`config.mk`:
```
export PLATFORM = sky130hd
export DESIGN_NAME = cigar_string_validator
export DESIGN_NICKNAME = d
export VERILOG_FILES = /design/src/hw/rtl/csv_pkg.sv /design/src/hw/rtl/csv_front.sv /design/src/hw/rtl/csv_queue.sv /design/src/hw/rtl/csv_back.sv /design/src/hw/rtl/cigar_string_validator.sv
export SDC_FILE = /design/constraint.sdc
export NUM_CORES = 1
export LEC_CHECK = 0
export BUFFER_PORTS_ARGS = -buffer_cell sky130_fd_sc_hd__buf_2
export CAP_MARGIN = 20
export CORE_AREA = 2 2 250 178
export DETAILED_ROUTE_END_ITERATION = 6
export DIE_AREA = 0 0 252 180
export PLACE_DENSITY = 0.54
export SLEW_MARGIN = 20
export SYNTH_ARGS = -nofsm -noshare
export SYNTH_HDL_FRONTEND = slang
export SYNTH_SLANG_ARGS = --single-unit
```
`constraint.sdc`:
```
create_clock -name clk -period 5.76 [get_ports clk]
set_input_delay 1.728 -clock clk [delete_from_list [all_inputs] [get_ports clk]]
set_output_delay 1.728 -clock clk [all_outputs]
set_load 0.05 [all_outputs]
```
`src/hw/rtl/csv_pkg.sv`:
```
// ----------------------------------------------------------------------------
// csv_pkg
// Shared types and constants for the cigar string validator: character
// codes, operation classes and the classified word passed front to back.
// ----------------------------------------------------------------------------
package csv_pkg;

  localparam int LENGTH_BITS_DEFAULT = 32;
  localparam int QUEUE_DEPTH         = 2;
  localparam int SEQ_BITS            = 32;

  localparam logic [7:0] CH_ZERO  = 8'h30;
  localparam logic [7:0] CH_NINE  = 8'h39;
  localparam logic [7:0] CH_EQ    = 8'h3D;
  localparam logic [7:0] CH_I     = 8'h49;
  localparam logic [7:0] CH_M     = 8'h4D;
  localparam logic [7:0] CH_S     = 8'h53;
  localparam logic [7:0] CH_X     = 8'h58;
  localparam logic [7:0] CH_H     = 8'h48;
  localparam logic [7:0] CH_D     = 8'h44;
  localparam logic [7:0] CH_N     = 8'h4E;
  localparam logic [7:0] CH_P     = 8'h50;
  localparam logic [7:0] CH_STAR  = 8'h2A;

  typedef enum logic [2:0] {
    OP_DIGIT,
    OP_MATCH,
    OP_SKIP,
    OP_SOFT,
    OP_HARD,
    OP_OTHER
  } op_class_t;

  typedef struct packed {
    op_class_t             op;
    logic [3:0]            digit;
    logic                  is_last;
    logic                  lone_star;
    logic [SEQ_BITS-1:0]   seq_length;
  } csv_word_t;

endpackage

```
`src/hw/rtl/csv_front.sv`:
```
// ----------------------------------------------------------------------------
// csv_front
// Accepts characters, classifies each one into an operation class and
// spots the lone star string.
// ----------------------------------------------------------------------------
module csv_front (
  input  logic                         clk,
  input  logic                         rst,
  input  logic                         in_valid,
  output logic                         in_ready,
  input  logic [7:0]                   cigar_char,
  input  logic                         is_last,
  input  logic [csv_pkg::SEQ_BITS-1:0] seq_length,
  input  logic                         q_ready,
  output logic                         push,
  output csv_pkg::csv_word_t           word
);
  import csv_pkg::*;

  logic      at_first_char;
  op_class_t op;

  assign in_ready = q_ready;
  assign push     = in_valid && q_ready;

  always_comb begin
    if (cigar_char inside {[CH_ZERO:CH_NINE]}) begin
      op = OP_DIGIT;
    end else begin
      case (cigar_char)
        CH_M, CH_I, CH_EQ, CH_X: op = OP_MATCH;
        CH_D, CH_N, CH_P:        op = OP_SKIP;
        CH_S:                    op = OP_SOFT;
        CH_H:                    op = OP_HARD;
        default:                 op = OP_OTHER;
      endcase
    end
  end

  always_comb begin
    word.op         = op;
    word.digit      = cigar_char[3:0];
    word.is_last    = is_last;
    word.lone_star  = at_first_char && is_last && (cigar_char == CH_STAR);
    word.seq_length = seq_length;
  end

  // first character of a string follows reset or a last character
  always_ff @(posedge clk) begin
    if (rst) begin
      at_first_char <= 1'b1;
    end else if (push) begin
      at_first_char <= is_last;
    end
  end

endmodule

```
`src/hw/rtl/csv_queue.sv`:
```
// ----------------------------------------------------------------------------
// csv_queue
// Short first-in first-out queue of classified words between the front
// and the back.
// ----------------------------------------------------------------------------
module csv_queue (
  input  logic               clk,
  input  logic               rst,
  input  logic               push,
  input  csv_pkg::csv_word_t wr_word,
  output logic               wr_ready,
  output logic               rd_valid,
  input  logic               rd_ready,
  output csv_pkg::csv_word_t rd_word
);
  import csv_pkg::*;

  localparam int PtrBits   = (QUEUE_DEPTH > 1) ? $clog2(QUEUE_DEPTH) : 1;
  localparam int CountBits = $clog2(QUEUE_DEPTH + 1);

  csv_word_t            mem [QUEUE_DEPTH];
  logic [PtrBits-1:0]   wr_ptr;
  logic [PtrBits-1:0]   rd_ptr;
  logic [CountBits-1:0] count;
  logic                 pop;

  assign wr_ready = (count != CountBits'(QUEUE_DEPTH));
  assign rd_valid = (count != '0);
  assign pop      = rd_valid && rd_ready;
  assign rd_word  = mem[rd_ptr];

  always_ff @(posedge clk) begin
    if (push) begin
      mem[wr_ptr] <= wr_word;
    end
  end

  always_ff @(posedge clk) begin
    if (rst) begin
      wr_ptr <= '0;
      rd_ptr <= '0;
      count  <= '0;
    end else begin
      if (push) begin
        wr_ptr <= (wr_ptr == PtrBits'(QUEUE_DEPTH - 1)) ? '0 : wr_ptr + 1'b1;
      end
      if (pop) begin
        rd_ptr <= (rd_ptr == PtrBits'(QUEUE_DEPTH - 1)) ? '0 : rd_ptr + 1'b1;
      end
      if (push && !pop) begin
        count <= count + 1'b1;
      end else if (pop && !push) begin
        count <= count - 1'b1;
      end
    end
  end

endmodule

```
`src/hw/rtl/csv_back.sv`:
```
// ----------------------------------------------------------------------------
// csv_back
// Carries out classified words: decimal run accumulation, saturating sum
// of query-consuming runs, clip phase tracking and the final verdict.
// ----------------------------------------------------------------------------
module csv_back #(
  parameter int LengthBits = csv_pkg::LENGTH_BITS_DEFAULT
) (
  input  logic                         clk,
  input  logic                         rst,
  input  logic                         q_valid,
  output logic                         q_ready,
  input  csv_pkg::csv_word_t           q_word,
  output logic                         out_valid,
  input  logic                         out_ready,
  output logic                         cigar_valid,
  output logic                         length_matches,
  output logic                         order_legal,
  output logic [csv_pkg::SEQ_BITS-1:0] query_length_sum
);
  import csv_pkg::*;

  localparam int ProdBits = LengthBits + 4;
  localparam int WideBits = (LengthBits > SEQ_BITS) ? LengthBits : SEQ_BITS;

  typedef enum logic [2:0] {
    PH_LEAD_H,
    PH_LEAD_S,
    PH_BODY,
    PH_TRAIL_S,
    PH_TRAIL_H,
    PH_BAD
  } phase_t;

  phase_t                phase;
  phase_t                phase_next;
  logic [LengthBits-1:0] run_value;
  logic [LengthBits-1:0] run_value_next;
  logic [LengthBits-1:0] consumed_sum;
  logic [LengthBits-1:0] consumed_sum_next;
  logic                  saturated_flag;
  logic                  saturated_flag_next;

  logic [ProdBits-1:0]   run_ext;
  logic [ProdBits-1:0]   prod;
  logic [LengthBits:0]   sum_add;
  logic                  is_body;
  logic [WideBits-1:0]   sum_wide;
  logic [WideBits-1:0]   seq_wide;
  logic                  match;
  logic                  order;
  logic                  pop;

  assign q_ready = !q_word.is_last || !out_valid || out_ready;
  assign pop     = q_valid && q_ready;

  // run * 10 + digit, overflow shows in the top four bits
  assign run_ext = ProdBits'(run_value);
  assign prod    = (run_ext << 3) + (run_ext << 1) + ProdBits'(q_word.digit);
  assign sum_add = {1'b0, consumed_sum} + {1'b0, run_value};
  assign is_body = (q_word.op == OP_MATCH) || (q_word.op == OP_SKIP);

  always_comb begin
    case (phase)
      PH_LEAD_H: begin
        if (q_word.op == OP_HARD)      phase_next = PH_LEAD_H;
        else if (q_word.op == OP_SOFT) phase_next = PH_LEAD_S;
        else if (is_body)              phase_next = PH_BODY;
        else                           phase_next = PH_BAD;
      end
      PH_LEAD_S: begin
        if (q_word.op == OP_SOFT) phase_next = PH_LEAD_S;
        else if (is_body)         phase_next = PH_BODY;
        else                      phase_next = PH_BAD;
      end
      PH_BODY: begin
        if (is_body)                   phase_next = PH_BODY;
        else if (q_word.op == OP_SOFT) phase_next = PH_TRAIL_S;
        else if (q_word.op == OP_HARD) phase_next = PH_TRAIL_H;
        else                           phase_next = PH_BAD;
      end
      PH_TRAIL_S: begin
        if (q_word.op == OP_SOFT)      phase_next = PH_TRAIL_S;
        else if (q_word.op == OP_HARD) phase_next = PH_TRAIL_H;
        else                           phase_next = PH_BAD;
      end
      PH_TRAIL_H: begin
        if (q_word.op == OP_HARD) phase_next = PH_TRAIL_H;
        else                      phase_next = PH_BAD;
      end
      default: phase_next = PH_BAD;
    endcase
    if (q_word.op == OP_DIGIT || q_word.lone_star) begin
      phase_next = phase;
    end
  end

  always_comb begin
    run_value_next      = run_value;
    consumed_sum_next   = consumed_sum;
    saturated_flag_next = saturated_flag;
    if (q_word.op == OP_DIGIT) begin
      if (|prod[ProdBits-1:LengthBits]) begin
        run_value_next      = '1;
        saturated_flag_next = 1'b1;
      end else begin
        run_value_next = prod[LengthBits-1:0];
      end
    end else if (!q_word.lone_star) begin
      if (q_word.op == OP_MATCH || q_word.op == OP_SOFT) begin
        if (sum_add[LengthBits]) begin
          consumed_sum_next   = '1;
          saturated_flag_next = 1'b1;
        end else begin
          consumed_sum_next = sum_add[LengthBits-1:0];
        end
      end
      run_value_next = '0;
    end
  end

  assign sum_wide = WideBits'(consumed_sum_next);
  assign seq_wide = WideBits'(q_word.seq_length);
  assign match    = !saturated_flag_next && (sum_wide == seq_wide);
  assign order    = q_word.lone_star || (phase_next != PH_BAD);

  always_ff @(posedge clk) begin
    if (rst) begin
      phase          <= PH_LEAD_H;
      run_value      <= '0;
      consumed_sum   <= '0;
      saturated_flag <= 1'b0;
      out_valid      <= 1'b0;
    end else begin
      if (pop && q_word.is_last) begin
        out_valid <= 1'b1;
      end else if (out_valid && out_ready) begin
        out_valid <= 1'b0;
      end
      if (pop) begin
        if (q_word.is_last) begin
          phase            <= PH_LEAD_H;
          run_value        <= '0;
          consumed_sum     <= '0;
          saturated_flag   <= 1'b0;
          cigar_valid      <= q_word.lone_star || (match && order);
          length_matches   <= match;
          order_legal      <= order;
          query_length_sum <= (sum_wide > WideBits'(32'hFFFF_FFFF)) ?
                              '1 : sum_wide[SEQ_BITS-1:0];
        end else begin
          phase          <= phase_next;
          run_value      <= run_value_next;
          consumed_sum   <= consumed_sum_next;
          saturated_flag <= saturated_flag_next;
        end
      end
    end
  end

endmodule

```
`src/hw/rtl/cigar_string_validator.sv`:
```
// ----------------------------------------------------------------------------
// cigar_string_validator
// Result words are registered in the back after the last word leaves the queue.
// Throughput: one character per cycle unless an untaken result stalls the back.
// A two-word queue separates character intake from the back update.
// Reset: synchronous rst clears the queue, per-string state and out_valid.
// ----------------------------------------------------------------------------
module cigar_string_validator #(
  parameter int LENGTH_BITS = csv_pkg::LENGTH_BITS_DEFAULT
) (
  input  logic                         clk,
  input  logic                         rst,
  input  logic                         in_valid,
  output logic                         in_ready,
  input  logic [7:0]                   cigar_char,
  input  logic                         is_last,
  input  logic [csv_pkg::SEQ_BITS-1:0] seq_length,
  output logic                         out_valid,
  input  logic                         out_ready,
  output logic                         cigar_valid,
  output logic                         length_matches,
  output logic                         order_legal,
  output logic [csv_pkg::SEQ_BITS-1:0] query_length_sum
);
  import csv_pkg::*;

  logic      push;
  logic      wr_ready;
  csv_word_t wr_word;
  logic      q_valid;
  logic      q_ready;
  csv_word_t q_word;

  csv_front u_front (
    .clk        (clk),
    .rst        (rst),
    .in_valid   (in_valid),
    .in_ready   (in_ready),
    .cigar_char (cigar_char),
    .is_last    (is_last),
    .seq_length (seq_length),
    .q_ready    (wr_ready),
    .push       (push),
    .word       (wr_word)
  );

  csv_queue u_queue (
    .clk      (clk),
    .rst      (rst),
    .push     (push),
    .wr_word  (wr_word),
    .wr_ready (wr_ready),
    .rd_valid (q_valid),
    .rd_ready (q_ready),
    .rd_word  (q_word)
  );

  csv_back #(
    .LengthBits (LENGTH_BITS)
  ) u_back (
    .clk              (clk),
    .rst              (rst),
    .q_valid          (q_valid),
    .q_ready          (q_ready),
    .q_word           (q_word),
    .out_valid        (out_valid),
    .out_ready        (out_ready),
    .cigar_valid      (cigar_valid),
    .length_matches   (length_matches),
    .order_legal      (order_legal),
    .query_length_sum (query_length_sum)
  );

`ifndef SYNTHESIS
  // a last word never pops while an untaken result still sits in the output
  assert property (@(posedge clk) disable iff (rst)
    (q_valid && q_ready && q_word.is_last) |-> (!out_valid || out_ready))
    else $error("result overwritten");

  assert property (@(posedge clk) disable iff (rst)
    (q_valid && q_ready && q_word.is_last) |=> out_valid)
    else $error("last word gave no result");

  assert property (@(posedge clk) disable iff (rst)
    q_valid |-> (!q_word.lone_star || q_word.is_last))
    else $error("lone star on a non-last word");

  assert property (@(posedge clk) rst |=> !out_valid)
    else $error("result valid after reset");
`endif

endmodule

```
==> results.py <==
metrics = {
    "worst_hold_path": {
        "hp-class": "reg -> reg",
        "min_from": "u_back.saturated_flag",
    },
    "synthesis": {
        "synth_most_common_cell": "a21oi_1",
        "synth_top_area_cell": "edfxtp_1",
        "yosysTopAreaCellShare": 0.2758,
        "synthTopCellsByArea": "edfxtp_1, dfxtp_1, ha_1",
        "synth_common_cells": "a21oi_1, nor2_1, edfxtp_1",
        "ys_dominant_reg_cell": "edfxtp_1",
        "synth.avg_cell_area_um2": 9.278,
        "synth_warnings": 0,
        "async_reset_ff_frac": 0,
        "synth_cells": 1373,
        "ys_types": 87,
        "synth_seq_cells": 192,
        "syn_nets": 1517,
        "ys_seq_area_frac": 0.3937,
        "synth_edf_count": 117,
        "syn_area_mm2": 0.01274,
    },
    "critical_path": {
        "startpoint_type": "flip-flop",
        "crit_type": "reg -> reg",
        "crit_arrival_ns": 4.93,
        "critPathMaxFanout": 32,
        "required_ns": 6.07,
        "setup.worst_path.end_class": "flip-flop",
    },
    "clock_network": {
        "cts_setup_buffers": 0,
        "insertion_delay_ns": 0.46,
        "postCtsHoldBufs": 0,
        "clockBufferDepth": 2,
        "clock_tree.htree_level_count": 4,
        "cts.sinks": 192,
        "cts_resized": 0,
        "clock-root-buffer": "clkbuf_16",
        "cts_tree": "built",
        "cts_buffers": 17,
        "clk_pin_slew_worst_paths_ns": 0.08,
    },
    "place": {
        "hpwl_um": 31950,
        "placed_cells": 1966,
        "place.gp.congestion": 0.9871,
        "place_ws_ns": 1.155,
        "io_buffers": 81,
    },
    "timing": {
        "fin_setup_tns_ns": 0,
        "max_freq_mhz": 216.5,
        "rsz0062_at_grt": "false",
        "min_period_ns": 4.618,
        "worst_slew_pin_slew_ns": 1.107,
        "slew_headroom": 0.2605,
        "hold_violations": 0,
        "finalWorstSetupSlack_ns": 1.142,
        "slew_viol_final": 0,
        "fin_crit_sh": 0.8018,
        "setup_viol_count_final": 0,
        "skew_ns": 0.01499,
    },
    "route": {
        "first_pass_iters": 7,
        "wl_um": 41110,
        "vias": 11218,
        "drc_errors": 0,
        "ant_nets": 0,
        "drtIter0Drc": 1219,
        "viasPerCell": 5.612,
        "avgRoutedWirePerCell_um": 20.56,
    },
    "floorplan": {
        "die_x_um": 252,
        "start_util": 0.2957,
        "die_area_mm2": 0.04536,
        "core_area_mm2": 0.04308,
        "ios": 82,
        "die_h_um": 180,
        "rows": 64,
    },
    "global_route": {
        "grt_pass1_vias": 10157,
        "grt-ovfl-total": 0,
        "grt_pass1_wl_um": 62140,
        "grtUsageTotal": 0.1789,
        "antenna_found_initial": 1,
        "grt_max_degree": 76,
    },
    "power_and_ir_drop": {
        "powerDensity_mw_per_mm2": 311.3,
        "leakagePower_nw": 5.553,
        "peakVddDrop_mv": 0.2853,
        "finalPower_mw": 4.448,
    },
    "status": {
        "status": "completed",
    },
    "cells_and_area": {
        "nets": 1568,
        "layout-drive-gt1-share": 0.1190,
        "fill_cells": 4403,
        "fin_util": 0.3317,
        "syn_to_final_growth_pct": 12.18,
        "stdcell_count": 1999,
    },
    "job": {
        "max_cap_viol_count": 0,
    },
}
metal layers:
metal	share of wire	GRT usage	wire length, µm	up-vias
li1	-	-	-	5339
met1	0.51	0.2921	21060	5379
met2	0.39	0.2320	15890	467
met3	0.091	0.03852	3725	33
met4	0.010	0.03763	427	0
met5	0	0	0	-
report_power, final:
part	total [mW]	internal (mW)	switching, mW
clock	1.23	0.653	0.579
sequential	1.75	1.66	0.0945
combinational	1.46	0.422	1.04
total	4.45	2.73	1.72
cell type report:
| type | instances | area, µm² | share of cell area |
|---|---|---|---|
| Tap cell | 561 | 701.9 | 0.04912 |
| Inverter | 15 | 56.30 | 0.003940 |
| Multi-Input combinational cell | 1102 | 7397 | 0.5176 |
| Clock buffer | 17 | 425.4 | 0.02977 |
| Antenna cell | 1 | 2.502 | 0.0001751 |
| Sequential cell | 192 | 5016 | 0.3510 |
| Timing Repair Buffer | 96 | 518.0 | 0.03625 |
| Clock inverter | 15 | 172.7 | 0.01208 |
registers in the layout (all words and copies together), names as in the netlist, 2 cells and up, named ones only:
| name | cells |
|---|---|
| u_back.consumed_sum | 32 |
| u_queue.count | 2 |
| u_back.phase | 3 |
| u_back.run_value | 32 |
| u_back.query_length_sum | 32 |
| u_queue.mem | 82 |
worst max-delay path: stages, from the launching register on:
cell,delay (ns)
dfxtp_2,0.44
mux2_2,0.37
fa_1,0.49
fa_1,0.48
a21o_1,0.21
a221oi_1,0.48
and3_1,0.30
o31ai_1,0.15
a31oi_1,0.42
o21a_1,0.17
o211a_1,0.16
nand2_1,0.06
buf_4,0.23
o41ai_1,0.39
a21oi_1,0.11
metrics by stage:
step | cell area, µm² | hold slack [ns]
2_1_floorplan | 12740 | 0.4329
3_3_place_gp | 13690 | 0.4407
3_5_place_dp | 13690 | 0.4517
4_1_cts | 14290 | 0.4606
5_1_grt | 14290 | 0.4658
6_report | 14290 | 0.4606
cells in the final DEF, fill, tap and decap left out, drive strengths merged, types with 8 or more instances in the layout:
cell type,synthesis,routed
xnor2,29,29
a21oi,146,146
nand2b,13,13
ha,96,96
a22oi,33,33
edfxtp,117,117
nor2,133,133
clkbuf,35,17
o22ai,12,12
inv,15,22
o221ai,9,9
and3,18,18
nand3,22,22
nand2,112,112
o21a,25,25
or3,9,9
o21ai,114,114
nand4,15,15
dfxtp,75,75
nor2b,10,10
a21o,26,26
mux2i,34,34
xor2,35,35
a211oi,13,13
o211ai,20,20
buf,29,96
o31ai,8,8
nor4,14,14
nor3,24,24
o22a,12,12
mux2,10,10
cells by family (layout without fill, tap and decap cells):
group | Yosys count | count (layout) | synth area share
xor gates and xnor gates | 64 | 64 | 0.04400
adders and majority gates | 99 | 99 | 0.09901
other | 0 | 1 | 0
DFF | 192 | 192 | 0.3937
AOI/OAI and AO/OA | 493 | 493 | 0.2502
muxes | 44 | 44 | 0.03556
and+or+nand+nor | 402 | 402 | 0.1498
buffers and inverters | 79 | 143 | 0.02780
final timing paths:
path | end | slack [ns] | cells after the start
worst max-delay path | u_back.run_value[22] | 1.14 | 14
worst min-delay path | u_back.saturated_flag | 0.46 | 2
worst max register to register | u_back.run_value[22] | 1.14 | 14
worst min register to register | u_back.saturated_flag | 0.46 | 2
No activity file was read; power rests on OpenSTA's default activity.
